===== src/sv/hrm_pkg.sv =====
`timescale 1ns / 1ps
// shared types and constants for the heater relay modulation block
// no dependencies; imported by hrm_step, heater_relay_modulation_fsm and the testbench
package hrm_pkg;

    typedef enum logic [1:0] {
        MODE_OFF  = 2'd0,
        MODE_WORK = 2'd1,
        MODE_MOD  = 2'd2,
        MODE_KICK = 2'd3
    } t_mode;

    localparam int unsigned CFG_IDX_W = 3;
    localparam int unsigned DATA_W    = 32;
    localparam int unsigned MIN_W     = 11;

    localparam logic [CFG_IDX_W-1:0] CFG_SCHED_EN  = 3'd0;
    localparam logic [CFG_IDX_W-1:0] CFG_ON_MIN    = 3'd1;
    localparam logic [CFG_IDX_W-1:0] CFG_OFF_MIN   = 3'd2;
    localparam logic [CFG_IDX_W-1:0] CFG_AUTO_OFF  = 3'd3;
    localparam logic [CFG_IDX_W-1:0] CFG_SAFETY    = 3'd4;
    localparam logic [CFG_IDX_W-1:0] CFG_KICKSTART = 3'd5;

    localparam logic [DATA_W-1:0] AUTO_OFF_RESET  = 32'd3600000;
    localparam logic [DATA_W-1:0] SAFETY_RESET    = 32'd60000;
    localparam logic [DATA_W-1:0] KICKSTART_RESET = 32'd30000;

    // one control tick
    typedef struct packed {
        logic              target_reached;
        logic              enable_value;
        logic              enable_write;
        logic              time_valid;
        logic [MIN_W-1:0]  minute_of_day;
        logic [DATA_W-1:0] now_ms;
    } t_item;

    typedef struct packed {
        logic              sched_en;
        logic [MIN_W-1:0]  on_minute;
        logic [MIN_W-1:0]  off_minute;
        logic [DATA_W-1:0] auto_off_ms;
        logic [DATA_W-1:0] safety_ms;
        logic [DATA_W-1:0] kickstart_ms;
    } t_cfg;

    typedef struct packed {
        logic  heater_enabled;
        t_mode fsm_state;
        logic  relay_on;
    } t_result;

endpackage


===== src/sv/hrm_step.sv =====
`timescale 1ns / 1ps
// next-state logic for one control tick: enable update, schedule, mode step
// depends on hrm_pkg
module hrm_step
    import hrm_pkg::*;
#(
    parameter int unsigned CLOCK_BITS = 32
) (
    input  t_item                 i_item,
    input  t_cfg                  i_cfg,
    input  t_mode                 i_mode,
    input  logic                  i_enable,
    input  logic [CLOCK_BITS-1:0] i_mod_start,
    input  logic [CLOCK_BITS-1:0] i_kick_start,
    output t_mode                 o_mode,
    output logic                  o_enable,
    output logic                  o_mod_load,
    output logic                  o_kick_load,
    output logic [CLOCK_BITS-1:0] o_now,
    output t_result               o_result
);

    localparam int unsigned NOW_W = (CLOCK_BITS < DATA_W) ? CLOCK_BITS : DATA_W;
    localparam int unsigned CMP_W = (CLOCK_BITS > DATA_W) ? CLOCK_BITS : DATA_W;

    logic                  w_en_wr;
    logic                  w_en;
    logic [CLOCK_BITS-1:0] w_now;
    logic [CLOCK_BITS-1:0] w_mod_elapsed;
    logic [CLOCK_BITS-1:0] w_kick_elapsed;
    logic [DATA_W-1:0]     w_threshold;
    logic                  w_mod_due;
    logic                  w_kick_due;
    t_mode                 w_mode;
    logic                  w_relay;
    logic                  w_mod_load;
    logic                  w_kick_load;

    assign w_now = CLOCK_BITS'(i_item.now_ms[NOW_W-1:0]);

    // external write first, then schedule; off wins when both minutes match
    always_comb begin
        w_en_wr = i_item.enable_write ? i_item.enable_value : i_enable;
        w_en    = w_en_wr;
        if (i_cfg.sched_en && i_item.time_valid) begin
            if (i_item.minute_of_day == i_cfg.on_minute) begin
                w_en = 1'b1;
            end
            if (i_item.minute_of_day == i_cfg.off_minute) begin
                w_en = 1'b0;
            end
        end
    end

    assign w_threshold    = i_cfg.auto_off_ms - i_cfg.safety_ms;
    assign w_mod_elapsed  = w_now - i_mod_start;
    assign w_kick_elapsed = w_now - i_kick_start;
    assign w_mod_due  = CMP_W'(w_mod_elapsed) >= CMP_W'(w_threshold);
    assign w_kick_due = CMP_W'(w_kick_elapsed) >= CMP_W'(i_cfg.kickstart_ms);

    always_comb begin
        w_mode      = i_mode;
        w_relay     = 1'b0;
        w_mod_load  = 1'b0;
        w_kick_load = 1'b0;
        case (i_mode)
            MODE_OFF: begin
                if (w_en) begin
                    w_mode = MODE_WORK;
                end
            end
            MODE_WORK: begin
                w_relay = 1'b1;
                if (!w_en) begin
                    w_mode = MODE_OFF;
                end else if (i_item.target_reached) begin
                    w_mode     = MODE_MOD;
                    w_mod_load = 1'b1;
                end
            end
            MODE_MOD: begin
                if (!w_en) begin
                    w_mode = MODE_OFF;
                end else if (!i_item.target_reached) begin
                    w_mode = MODE_WORK;
                end else if (w_mod_due) begin
                    w_mode      = MODE_KICK;
                    w_kick_load = 1'b1;
                end
            end
            MODE_KICK: begin
                w_relay = 1'b1;
                if (!w_en) begin
                    w_mode = MODE_OFF;
                end else if (w_kick_due) begin
                    // pulse over: relay drops and the modulation timer restarts
                    w_relay    = 1'b0;
                    w_mode     = MODE_MOD;
                    w_mod_load = 1'b1;
                end
            end
            default: begin
                w_mode = MODE_OFF;
            end
        endcase
    end

    assign o_mode      = w_mode;
    assign o_enable    = w_en;
    assign o_mod_load  = w_mod_load;
    assign o_kick_load = w_kick_load;
    assign o_now       = w_now;
    assign o_result    = '{heater_enabled: w_en, fsm_state: w_mode, relay_on: w_relay};

endmodule


===== src/sv/heater_relay_modulation_fsm.sv =====
`timescale 1ns / 1ps
// heater relay modulation controller, top level with stream and config ports
// depends on hrm_pkg and hrm_step
//
//  channel   direction  handshake            payload
//  s_axis    in         i_s_tvalid/o_s_tready  tick fields in i_s_tdata (48 bits)
//  m_axis    out        o_m_tvalid/i_m_tready  result fields in o_m_tdata (8 bits)
//  cfg       in         i_cfg_valid/o_cfg_ready  i_cfg_index, i_cfg_data
//
// a beat is latched in the input register, stepped through hrm_step and its result
// registered when the result register is free: one beat per cycle while the output is not stalled.
// the mode step is the only path; state updates in the cycle the result is loaded.
// reset clears mode, enable bit, timestamps and both valid flags, config to its defaults.
// a stalled output holds its beat; the input register still takes one more beat.
module heater_relay_modulation_fsm
    import hrm_pkg::*;
#(
    parameter int unsigned CLOCK_BITS = 32
) (
    input  logic                 i_clk,
    input  logic                 i_rst_n,
    input  logic                 i_s_tvalid,
    output logic                 o_s_tready,
    // now_ms[31:0], minute_of_day[42:32], time_valid[43], enable_write[44],
    // enable_value[45], target_reached[46], zero[47]
    input  logic [47:0]          i_s_tdata,
    output logic                 o_m_tvalid,
    input  logic                 i_m_tready,
    // relay_on[0], fsm_state[2:1], heater_enabled[3], zero[7:4]
    output logic [7:0]           o_m_tdata,
    input  logic                 i_cfg_valid,
    output logic                 o_cfg_ready,
    input  logic [CFG_IDX_W-1:0] i_cfg_index,
    input  logic [DATA_W-1:0]    i_cfg_data
);

    localparam int unsigned ITEM_W = $bits(t_item);
    localparam int unsigned RES_W  = $bits(t_result);

    logic                  r_in_valid;
    t_item                 r_in;
    logic                  r_out_valid;
    t_result               r_out;
    t_mode                 r_mode;
    logic                  r_enable;
    logic [CLOCK_BITS-1:0] r_mod_start;
    logic [CLOCK_BITS-1:0] r_kick_start;
    t_cfg                  r_cfg;

    logic                  w_advance;
    t_mode                 n_mode;
    logic                  n_enable;
    logic                  w_mod_load;
    logic                  w_kick_load;
    logic [CLOCK_BITS-1:0] w_now;
    t_result               n_out;

    assign w_advance   = r_in_valid && (!r_out_valid || i_m_tready);
    assign o_s_tready  = !r_in_valid || w_advance;
    assign o_m_tvalid  = r_out_valid;
    assign o_m_tdata   = {{(8 - RES_W){1'b0}}, r_out};
    assign o_cfg_ready = 1'b1;

    hrm_step #(
        .CLOCK_BITS (CLOCK_BITS)
    ) u_step (
        .i_item       (r_in),
        .i_cfg        (r_cfg),
        .i_mode       (r_mode),
        .i_enable     (r_enable),
        .i_mod_start  (r_mod_start),
        .i_kick_start (r_kick_start),
        .o_mode       (n_mode),
        .o_enable     (n_enable),
        .o_mod_load   (w_mod_load),
        .o_kick_load  (w_kick_load),
        .o_now        (w_now),
        .o_result     (n_out)
    );

    // input register
    always_ff @(posedge i_clk) begin
        if (!i_rst_n) begin
            r_in_valid <= 1'b0;
        end else if (o_s_tready) begin
            r_in_valid <= i_s_tvalid;
        end
        if (o_s_tready && i_s_tvalid) begin
            r_in <= t_item'(i_s_tdata[ITEM_W-1:0]);
        end
    end

    // result register and block state
    always_ff @(posedge i_clk) begin
        if (!i_rst_n) begin
            r_out_valid  <= 1'b0;
            r_mode       <= MODE_OFF;
            r_enable     <= 1'b0;
            r_mod_start  <= '0;
            r_kick_start <= '0;
        end else begin
            if (w_advance) begin
                r_out_valid <= 1'b1;
                r_mode      <= n_mode;
                r_enable    <= n_enable;
                if (w_mod_load) begin
                    r_mod_start <= w_now;
                end
                if (w_kick_load) begin
                    r_kick_start <= w_now;
                end
            end else if (i_m_tready) begin
                r_out_valid <= 1'b0;
            end
        end
        if (w_advance) begin
            r_out <= n_out;
        end
    end

    // configuration registers, unknown indexes dropped
    always_ff @(posedge i_clk) begin
        if (!i_rst_n) begin
            r_cfg.sched_en     <= 1'b0;
            r_cfg.on_minute    <= '0;
            r_cfg.off_minute   <= '0;
            r_cfg.auto_off_ms  <= AUTO_OFF_RESET;
            r_cfg.safety_ms    <= SAFETY_RESET;
            r_cfg.kickstart_ms <= KICKSTART_RESET;
        end else if (i_cfg_valid) begin
            case (i_cfg_index)
                CFG_SCHED_EN:  r_cfg.sched_en     <= i_cfg_data[0];
                CFG_ON_MIN:    r_cfg.on_minute    <= i_cfg_data[MIN_W-1:0];
                CFG_OFF_MIN:   r_cfg.off_minute   <= i_cfg_data[MIN_W-1:0];
                CFG_AUTO_OFF:  r_cfg.auto_off_ms  <= i_cfg_data;
                CFG_SAFETY:    r_cfg.safety_ms    <= i_cfg_data;
                CFG_KICKSTART: r_cfg.kickstart_ms <= i_cfg_data;
                default: begin
                end
            endcase
        end
    end

endmodule


===== config.mk =====
export PLATFORM = sky130hd
export DESIGN_NAME = heater_relay_modulation_fsm
export DESIGN_NICKNAME = d
export VERILOG_FILES = /design/src/sv/hrm_pkg.sv /design/src/sv/hrm_step.sv /design/src/sv/heater_relay_modulation_fsm.sv
export SDC_FILE = /design/constraint.sdc
export NUM_CORES = 1
export LEC_CHECK = 0
export BUFFER_PORTS_ARGS = -buffer_cell sky130_fd_sc_hd__buf_2
export CAP_MARGIN = 5
export CELL_PAD_IN_SITES_DETAIL_PLACEMENT = 1
export CELL_PAD_IN_SITES_GLOBAL_PLACEMENT = 2
export CORE_UTILIZATION = 38
export CTS_CLUSTER_SIZE = 24
export DETAILED_ROUTE_END_ITERATION = 8
export PLACE_DENSITY_LB_ADDON = 0.15
export SYNTH_ARGS = -nofsm -noshare
export SYNTH_HDL_FRONTEND = slang
export SYNTH_SLANG_ARGS = --single-unit

===== constraint.sdc =====
create_clock -name i_clk -period 5.05 [get_ports i_clk]
set_input_delay 0.2525 -clock i_clk [delete_from_list [all_inputs] [get_ports i_clk]]
set_output_delay 0.2525 -clock i_clk [all_outputs]
set_load 0.01 [all_outputs]

Yosys cells after proc, flatten, opt, wreduce, memory -nomap -nowiden
Cells that the tools add are included.
{"block": "totals", "reg_bits": 239, "inputBits": 88}
{"block": "op_classes", "order_cmp": 2, "n_reduce_logical": 18, "n_mux": 27, "n_addsub": 3, "n_eq_ne": 10}
{"op": "subtractor 32 bit", "count": 3}
{"op": "greater-or-equal comparator 32 bit", "count": 2}
{"op": "== test 11 bit", "count": 2}
{"op": "two-way mux 1 bit", "count": 16}
{"op": "two-way mux 2 bit", "count": 8}
{"op": "AND reduction 2 bit", "count": 8}
{"op": "one-hot mux 2 bit (4 select lines)", "count": 1}
{"op": "== test 3 x 2 -> 1 bit, second input constant", "count": 2}
{"op": "== test 3 bit, second input constant", "count": 2}
{"op": "== test 2 bit, second input constant", "count": 2}
{"op": "one-hot mux 1 bit (2 select lines)", "count": 2}
{"op": "== test 3 x 1 -> 1 bit, second input constant", "count": 1}
{"op": "logical AND 1 bit", "count": 3}
{"op": "zero test 3 bit", "count": 1}
{"op": "== test 2 x 1 -> 1 bit, second input constant", "count": 1}
{"op": "zero test 1 bit", "count": 2}
{"op": "zero test 2 bit", "count": 1}
{"op": "logical OR 1 bit", "count": 2}
{"op": "nonzero test 2 bit", "count": 1}

Depth between registers and ports, before layout
Gate-level depths: netlist (run 1).
{"block": "depth", "ltp_word": 7, "mapped_depth": 24, "ltp_nobuf": 23}

Modules after synthesis
Synthesis (run 1) repeated with hierarchy kept, for this count alone.
{"block": "unflattened", "cells_unflattened": 1817, "area_unflattened_um2": 15320.9}
{"module": "heater_relay_modulation_fsm", "n_inst": 1, "cells_each": 780, "seq_area_each_um2": 5295.1, "area_per_inst_um2": 8182.8}
{"module": "hrm_step", "n_inst": 1, "cells_each": 1037, "seq_area_each_um2": 0.0, "area_per_inst_um2": 7138.1}

Least setup slack after synthesis (run 1)
Ideal clock, no wire load.
{"block": "synth_path", "kind": "reg2reg", "start": "reg r_in[0] (netlist bit)", "end": "reg r_mod_start[0]", "path_stages_with_launch": 21, "slack_ps": 449, "t_required_ps": 4919, "arrival_ps": 4469, "path_cell_list": "edfxtp_1 > inv_1 > ha_1 > inv_1 > fa_1 > a211o_1 > a2111o_1 > a41o_1 > a22oi_4 > o31a_4 > o31ai_2 > a211o_1 > a21oi_2 > xnor2_1 > ha_1 > nand4_1 > o21ai_0 > inv_1 > a311oi_2 > clkbuf_1 > o21ai_0"}
{"block": "synth_between", "elab_chain_len": 6}
{"element": "from (decl)", "line_no": "heater_relay_modulation_fsm.sv:41", "text": "t_item r_in;"}
{"element": "from (signal assigned)", "line_no": "heater_relay_modulation_fsm.sv:89", "text": "r_in <= t_item'(i_s_tdata[ITEM_W-1:0]);"}
{"element": "subtractor 32 bit", "line_no": "hrm_step.sv:57", "text": "assign w_kick_elapsed = w_now - i_kick_start;"}
{"element": "greater-or-equal comparator 32 bit", "line_no": "hrm_step.sv:59", "text": "assign w_kick_due = CMP_W'(w_kick_elapsed) >= CMP_W'(i_cfg.kickstart_ms);"}
{"element": "two-way mux 1 bit", "line_no": "hrm_step.sv:95", "text": "end else if (w_kick_due) begin"}
{"element": "two-way mux 1 bit", "line_no": "hrm_step.sv:93", "text": "if (!w_en) begin"}
{"element": "one-hot mux 1 bit (2 select lines)", "line_no": "hrm_step.sv:66", "text": "case (i_mode)"}
{"element": "AND reduction 2 bit (no source line)"}
{"element": "to (signal assigned)", "line_no": "heater_relay_modulation_fsm.sv:107", "text": "r_mod_start <= w_now;"}
{"element": "to (decl)", "line_no": "heater_relay_modulation_fsm.sv:46", "text": "logic [CLOCK_BITS-1:0] r_mod_start;"}
Several ways; a longest one is shown, not always the timed one.
A chain may end at the register's enable or synchronous reset.

Worst setup path after layout (run 1)
{"block": "layout_path", "start": "reg r_in[0] (netlist bit)", "end": "reg r_mod_start[12]"}
{"block": "layout_between", "elab_chain_len": 6}
{"element": "subtractor 32 bit", "line_no": "hrm_step.sv:57"}
{"element": "greater-or-equal comparator 32 bit", "line_no": "hrm_step.sv:59"}
{"element": "two-way mux 1 bit", "line_no": "hrm_step.sv:95"}
{"element": "two-way mux 1 bit", "line_no": "hrm_step.sv:93"}
{"element": "one-hot mux 1 bit (2 select lines)", "line_no": "hrm_step.sv:66"}
{"element": "AND reduction 2 bit (no source line)"}
Every way passes these cells.

==> results of run 1 <==
## per-layer routing
layer	global-route usage, %	vias to the layer above
li1	-	6816
met1	33.3	6668
met2	38.8	184
met3	2.63	55
met4	5.22	0
met5	0	-
## worst register-to-register path: cells and delay by family, from the launching register on
family,cells,cell delay (ps)
and+or+nand+nor,4,390
buffers and inverters,8,1050
AOI/OAI and AO/OA,10,2270
DFF,1,410
adders and majority gates,3,760
xor gates and xnor gates,1,130
## metrics by stage
stage / instance area (µm²) / TNS [ps]
after floorplan: 15200 / 0
after global placement: 17000 / -3270
after detailed placement: 17000 / -11350
after CTS: 19400 / -2740
after global routing: 19600 / -10100
final: 19600 / -15.0
## sequential cells by signal (all words and copies together), names as in the netlist
signal        flops
r_cfg           119
r_in             47
r_kick_start     32
r_mod_start      32
o_m_tdata         4
r_mode            2
o_m_tvalid        1
r_enable          1
r_in_valid        1
## path summary, 6_finish.rpt
path | start | endpoint | slack, ps
worst max-delay path | r_in[0] | r_mod_start[12] | -8
worst min-delay path | i_m_tready | o_m_tvalid | 50
worst max register to register | r_in[0] | r_mod_start[12] | -8
worst min register to register | r_mod_start[30] | r_mod_start[30] | 450
## cells by family (layout without fill, tap and decap cells)
family | count (synthesis) | after routing | synth area share (%)
other cells | 2 | 5 | 0.0494
compound gates | 450 | 450 | 20.1
fa+ha+maj | 160 | 160 | 13.3
flops | 239 | 239 | 34.9
mux | 35 | 35 | 2.31
xor+xnor | 97 | 97 | 5.59
simple gates | 606 | 606 | 18.1
buf+inv | 220 | 523 | 5.60
## what timing repair did
action                                  CTS  global route
hold buffers                             80             0
gates cloned                              9             1
hold endpoints to repair                140             0
gates resized for setup                  84            59
endpoints found under the setup margin   66            66
setup buffers                            12            10
pin swaps                                27            41
## synthesized netlist by cell type (all sizes together), types with 5 or more instances
cell | number | area share, %
nand2b | 19 | 0.78
xnor2 | 49 | 2.8
ha | 157 | 13
nor3 | 24 | 0.79
a211oi | 11 | 0.54
nand3 | 70 | 2.3
inv | 155 | 3.8
clkbuf | 54 | 1.3
nand2 | 315 | 7.8
buf | 11 | 0.44
nor2b | 52 | 2.1
nand4 | 13 | 0.54
a2111o | 5 | 0.37
nor4 | 6 | 0.25
xor2 | 48 | 2.8
and2 | 11 | 0.45
a21o | 63 | 3.1
and3 | 11 | 0.45
dfxtp | 188 | 25
o211ai | 21 | 1.0
nor2 | 64 | 1.6
a21oi | 94 | 3.1
a211o | 6 | 0.35
o21bai | 13 | 0.64
o21a | 12 | 0.59
a31oi | 8 | 0.33
o311ai | 6 | 0.40
edfxtp | 51 | 10
mux2i | 35 | 2.3
a21boi | 99 | 4.9
o21ai | 82 | 2.7
## layout make-up
cell class	instances	area, µm²
fillers	4597	19400
multi-input cells	1353	9480
flip-flops and latches	239	5300
repair buffers	315	2560
clock buffers	41	832
well taps	518	648
inverters	155	582
clock inverters	12	155
## cells in the final DEF (no fill, tap or decap), types with 19 or more instances in the layout
master,instances
edfxtp_1,51
xnor2_1,46
a21oi_1,85
nand3_1,44
inv_1,151
nor2b_1,50
clkbuf_16,31
buf_2,91
nor3_1,20
o211ai_1,21
a21o_1,63
buf_4,124
ha_1,152
mux2i_1,34
nor2_1,63
o21ai_0,43
nand3_2,25
dfxtp_1,188
o21ai_1,26
nand2b_1,19
xor2_1,47
a21boi_0,99
dlygate4sd3_1,80
nand2_1,315
## where the power goes
group,internal [mW],switching [mW],total [mW],leakage [nW]
Clock,1.30,0.867,2.17,0.482
Sequential,2.00,0.0394,2.04,2.02
Combinational,0.494,0.575,1.07,5.48
Total,3.80,1.48,5.28,7.98
==> results_dict.tcl, run 1 <==
set metrics [dict create \
    syn_area_um2 15200 \
    fin_worst_skew_ps 14.9 \
    start_util_pct 38.9 \
    period_share_pct 100 \
    port_buffers 92 \
    clk_pin_slew_worst_paths_ps 60 \
    grt_max_degree 90 \
    hold_class "input port to flop" \
    vias 13723 \
    final_cell_count_no_fill 2633 \
    fin_nets 2342 \
    worst_ir_drop_vdd_uv 257 \
    cts_tree "yes" \
    timing.final.ws_setup_ps -7.56 \
    hpwl_um 33600 \
    critPathTopFamily "compound AO/OA/AOI/OAI gates" \
    topRoutingLayerUsed "met4" \
    tightest_slew_ps 1140 \
    crit_type "flop to flop" \
    whs_path_depth 3 \
    clockBufferDepth 3 \
    pre_cts_ws_ps -261 \
    antenna_cells 0 \
    slew_headroom_pct 24.1 \
    grt_pass1_vias 14380 \
    p_per_area_nw_per_um2 270 \
    clock_tree.root_cell "clkbuf_16" \
    seq_area_frac_synth_pct 34.9 \
    viasPerCell 5.21 \
    drive_gt1_share_pct 17.7 \
    cap_violations 0 \
    drtIter0Drc 462 \
    rsz0062_at_grt "true" \
    gp_congestion 0.827 \
    crit_cells 26 \
    ios 99 \
    dr_wl_met3_um 1290 \
    synth_edf_count 51 \
    ys_dominant_reg_cell "dfxtp_1" \
    syn_avg_cell_area_um2 8.40 \
    fin_hold_ws_ps 45.9 \
    finalPower_mw 5.28 \
    yosysWarnings 0 \
    max_freq_ghz 0.198 \
    htree_levels 1 \
    startpoint_type "flop" \
    worstRegToRegCells 26 \
    dieArea_um2 40800 \
    slowest_delay_ps 410 \
    slowest_stage "edfxtp_1" \
    ant_nets 0 \
    violations "setup timing" \
    coreArea_um2 39000 \
    wl_met2_um 22000 \
    fin_crit_ps 5060 \
    syn_to_final_growth_pct 28.8 \
    globalRouteOverflowTotal 0 \
    drc_errors 0 \
    path_max_fanout 8 \
    wl_um 48600 \
    row_count 72 \
    finalHoldViolations 0 \
    arrival_ps 5570 \
    synthCells 1809 \
    cts-buffers-inserted 30 \
    antenna_found_initial 0 \
    crit_path_end_kind "flop" \
    path_buf_inv 8 \
    cts_sinks 239 \
    cp_data_required_time_ps 5560 \
    status "finished, violations left" \
    drt_first_pass_iters 4 \
    synth-seq-cells 239 \
    die_w_um 202 \
    wl_met1_um 24500 \
    grt_pass1_wl_um 77000 \
    avgRoutedWirePerCell_um 18.5 \
    slew_viol_final 0 \
    clock_latency_ps 580 \
    groute.usage.overall_pct 23.7 \
    leakage_nw 7.98 \
    die_h_um 202 \
    fin_util_pct 50.1 \
    synth_cell_types 69 \
    setup_viol 6 \
    async_flop_share_pct 0 \
    dp.cells 2473 \
]
(Power assumes the default switching activity.)
==> inputs of run 2 (changes only) <==
--- a/config.mk
+++ b/config.mk
@@ -5,13 +5,13 @@
 export SDC_FILE = /design/constraint.sdc
 export NUM_CORES = 1
 export LEC_CHECK = 0
-export BUFFER_PORTS_ARGS = -buffer_cell sky130_fd_sc_hd__buf_2
 export CAP_MARGIN = 5
 export CELL_PAD_IN_SITES_DETAIL_PLACEMENT = 1
 export CELL_PAD_IN_SITES_GLOBAL_PLACEMENT = 2
-export CORE_UTILIZATION = 38
+export CORE_UTILIZATION = 30
 export CTS_CLUSTER_SIZE = 24
 export DETAILED_ROUTE_END_ITERATION = 8
+export DONT_BUFFER_PORTS = 1
 export PLACE_DENSITY_LB_ADDON = 0.15
 export SYNTH_ARGS = -nofsm -noshare
 export SYNTH_HDL_FRONTEND = slang
==> run 2 against run 1 <==
Compared with the run above:
- the run ends with hold timing, setup timing left
- first-iteration DRC count up 1.7%
- die area grew 26%
- core utilization is 8.3 points lower
- clock power rose by 6%
- combinational power is essentially flat
- cell area increased by 7.0%
- non-clock buffer count rose by 58
- power rose by 2.4%
- setup slack worse by 140 ps
- largest cell class unchanged
- highest routed layer unchanged
==> results_dict.tcl, run 2 (same netlist as run 1, synthesis figures left out) <==
set metrics [dict create \
    grt_max_degree 222 \
    htree_levels 1 \
    drtIter0Drc 470 \
    regMostFlops "r_cfg" \
    pre_cts_ws_ps -344 \
    start_util_pct 30.3 \
    antenna_found_initial 2 \
    final_cell_count_no_fill 2852 \
    clock_tree.root_cell "clkbuf_16" \
    slew_viol_final 0 \
    status "finished, violations left" \
    dp.cells 2548 \
    violations "hold timing, setup timing" \
    cp_data_required_time_ps 5570 \
    fin_hold_ws_ps -158 \
    row_count 82 \
    vias 13842 \
    cap_violations 0 \
    clockBufferDepth 3 \
    setup_viol 43 \
    timing.final.ws_setup_ps -145 \
    coreArea_um2 50100 \
    viasPerCell 4.85 \
    hold_class "input port to flop" \
    max_freq_ghz 0.193 \
    p_sw_mw 1.52 \
    finalHoldViolations 4 \
    globalRouteOverflowTotal 0 \
    final_cell_mix "313 x nand2_1, 221 x dlygate4sd3_1, 188 x dfxtp_1" \
    grt_pass1_wl_um 80900 \
    fin_worst_skew_ps 18.7 \
    drive_gt1_share_pct 14.1 \
    p_int_mw 3.89 \
    clock_latency_ps 600 \
    top_regs "r_cfg (119), r_in (47)" \
    grt_pass1_vias 14550 \
    die_h_um 227 \
    clockPowerShare_pct 42.4 \
    crit_type "flop to flop" \
    final_common_cell "nand2_1" \
    ant_nets 0 \
    fin_nets 2401 \
    leakage_nw 8.44 \
    hpwl_um 34400 \
    wl_um 51300 \
    cts_tree "yes" \
    drt_first_pass_iters 5 \
    startpoint_type "flop" \
    gp_congestion 0.788 \
    fill_cells 5898 \
    drc_errors 0 \
    syn_to_final_growth_pct 37.8 \
    die_w_um 227 \
    clk_pin_slew_worst_paths_ps 60 \
    dieArea_um2 51500 \
    finalPower_mw 5.40 \
    slew_headroom_pct 37.7 \
    largest_register_ffs 119 \
    rsz0062_at_grt "true" \
    p_per_area_nw_per_um2 258 \
    ios 99 \
    port_buffers 0 \
    fin_crit_ps 5190 \
    worst_ir_drop_vdd_uv 299 \
    cts-buffers-inserted 31 \
    path_max_fanout 8 \
    tightest_slew_ps 929 \
    groute.usage.overall_pct 20.1 \
    avgRoutedWirePerCell_um 18.0 \
    swShare_pct 28.1 \
    cts_sinks 239 \
    p_comb_share_pct 19.8 \
    arrival_ps 5720 \
    period_share_pct 103 \
    crit_path_end_kind "flop" \
    p_seq_share_pct 37.9 \
]
[run 2: repair_timing]
| action | 4_1_cts | 5_1_grt |
|---|---|---|
| resized for setup | 71 | 79 |
| setup buffers | 9 | 11 |
| pin swaps | 26 | 47 |
| hold endpoints to repair | 235 | 65 |
| gates cloned | 7 | 1 |
| hold buffers | 212 | 9 |
| setup endpoints to repair | 67 | 67 |
[run 2: cell type report]
class	count	area (µm²)	area share, %
well taps	672	841	4.02
diodes	3	7.51	0.0359
flip-flops and latches	239	5300	25.3
clock buffers	45	888	4.25
clock inverters	12	143	0.682
multi-input cells	1353	9600	45.9
inverters	155	582	2.78
repair buffers	373	3570	17.1
[run 2: power groups by stage]
| stage | registers, mW | clock network, mW | logic [mW] |
|---|---|---|---|
| after floorplan | 2.07 | 0 | 0.607 |
| after global placement | 2.09 | 0 | 0.877 |
| after detailed placement | 2.09 | 0 | 0.899 |
| after CTS | 2.05 | 2.37 | 1.03 |
| after global routing | 2.05 | 2.43 | 1.19 |
| final | 2.05 | 2.29 | 1.07 |
[run 2: final timing paths]
path,startpoint,endpoint,slack (ps),cells after the start
worst max register to register,r_in[0],r_mod_start[11],-140,26
worst max-delay path,r_in[0],r_mod_start[11],-140,26
worst min register to register,r_mod_start[20],r_mod_start[20],460,2
worst min-delay path,i_rst_n,r_kick_start[0],-160,1
[run 2: critical path: stages (launching register included)]
cell	delay, ps
edfxtp_1	400
inv_2	80
buf_6	100
ha_4	120
inv_2	30
fa_2	380
a211o_1	310
a2111o_1	420
a41o_1	310
a22oi_4	220
o31a_4	190
o31ai_4	70
a211o_1	330
a21oi_2	200
xnor2_2	130
ha_4	270
nand4_1	140
nor2_2	180
buf_6	120
nand3_2	60
buf_6	150
a311oi_4	270
buf_8	210
buf_12	130
buf_16	130
nand3_1	80
o21ai_1	90
[run 2: routing by layer]
metal | wire [µm] | track usage [%] | vias to the layer above
met4 | 1090 | 3.81 | 0
met2 | 22200 | 31.6 | 140
met3 | 1440 | 2.65 | 50
li1 | - | - | 6958
met1 | 26600 | 29.4 | 6694
met5 | 0 | 0 | -
[run 2: per-stage QoR]
step / TNS (ps) / hold slack [ps] / instance area [µm²] / util, %
after floorplan: 0 / 351 / 15200 / -
after global placement: -15130 / 346 / 16800 / 33.5
after detailed placement: -19590 / 351 / 16800 / 33.5
after CTS: -5420 / -196 / 20500 / 40.9
after global routing: -16810 / -157 / 20900 / 41.8
final: -2760 / -158 / 20900 / 41.8
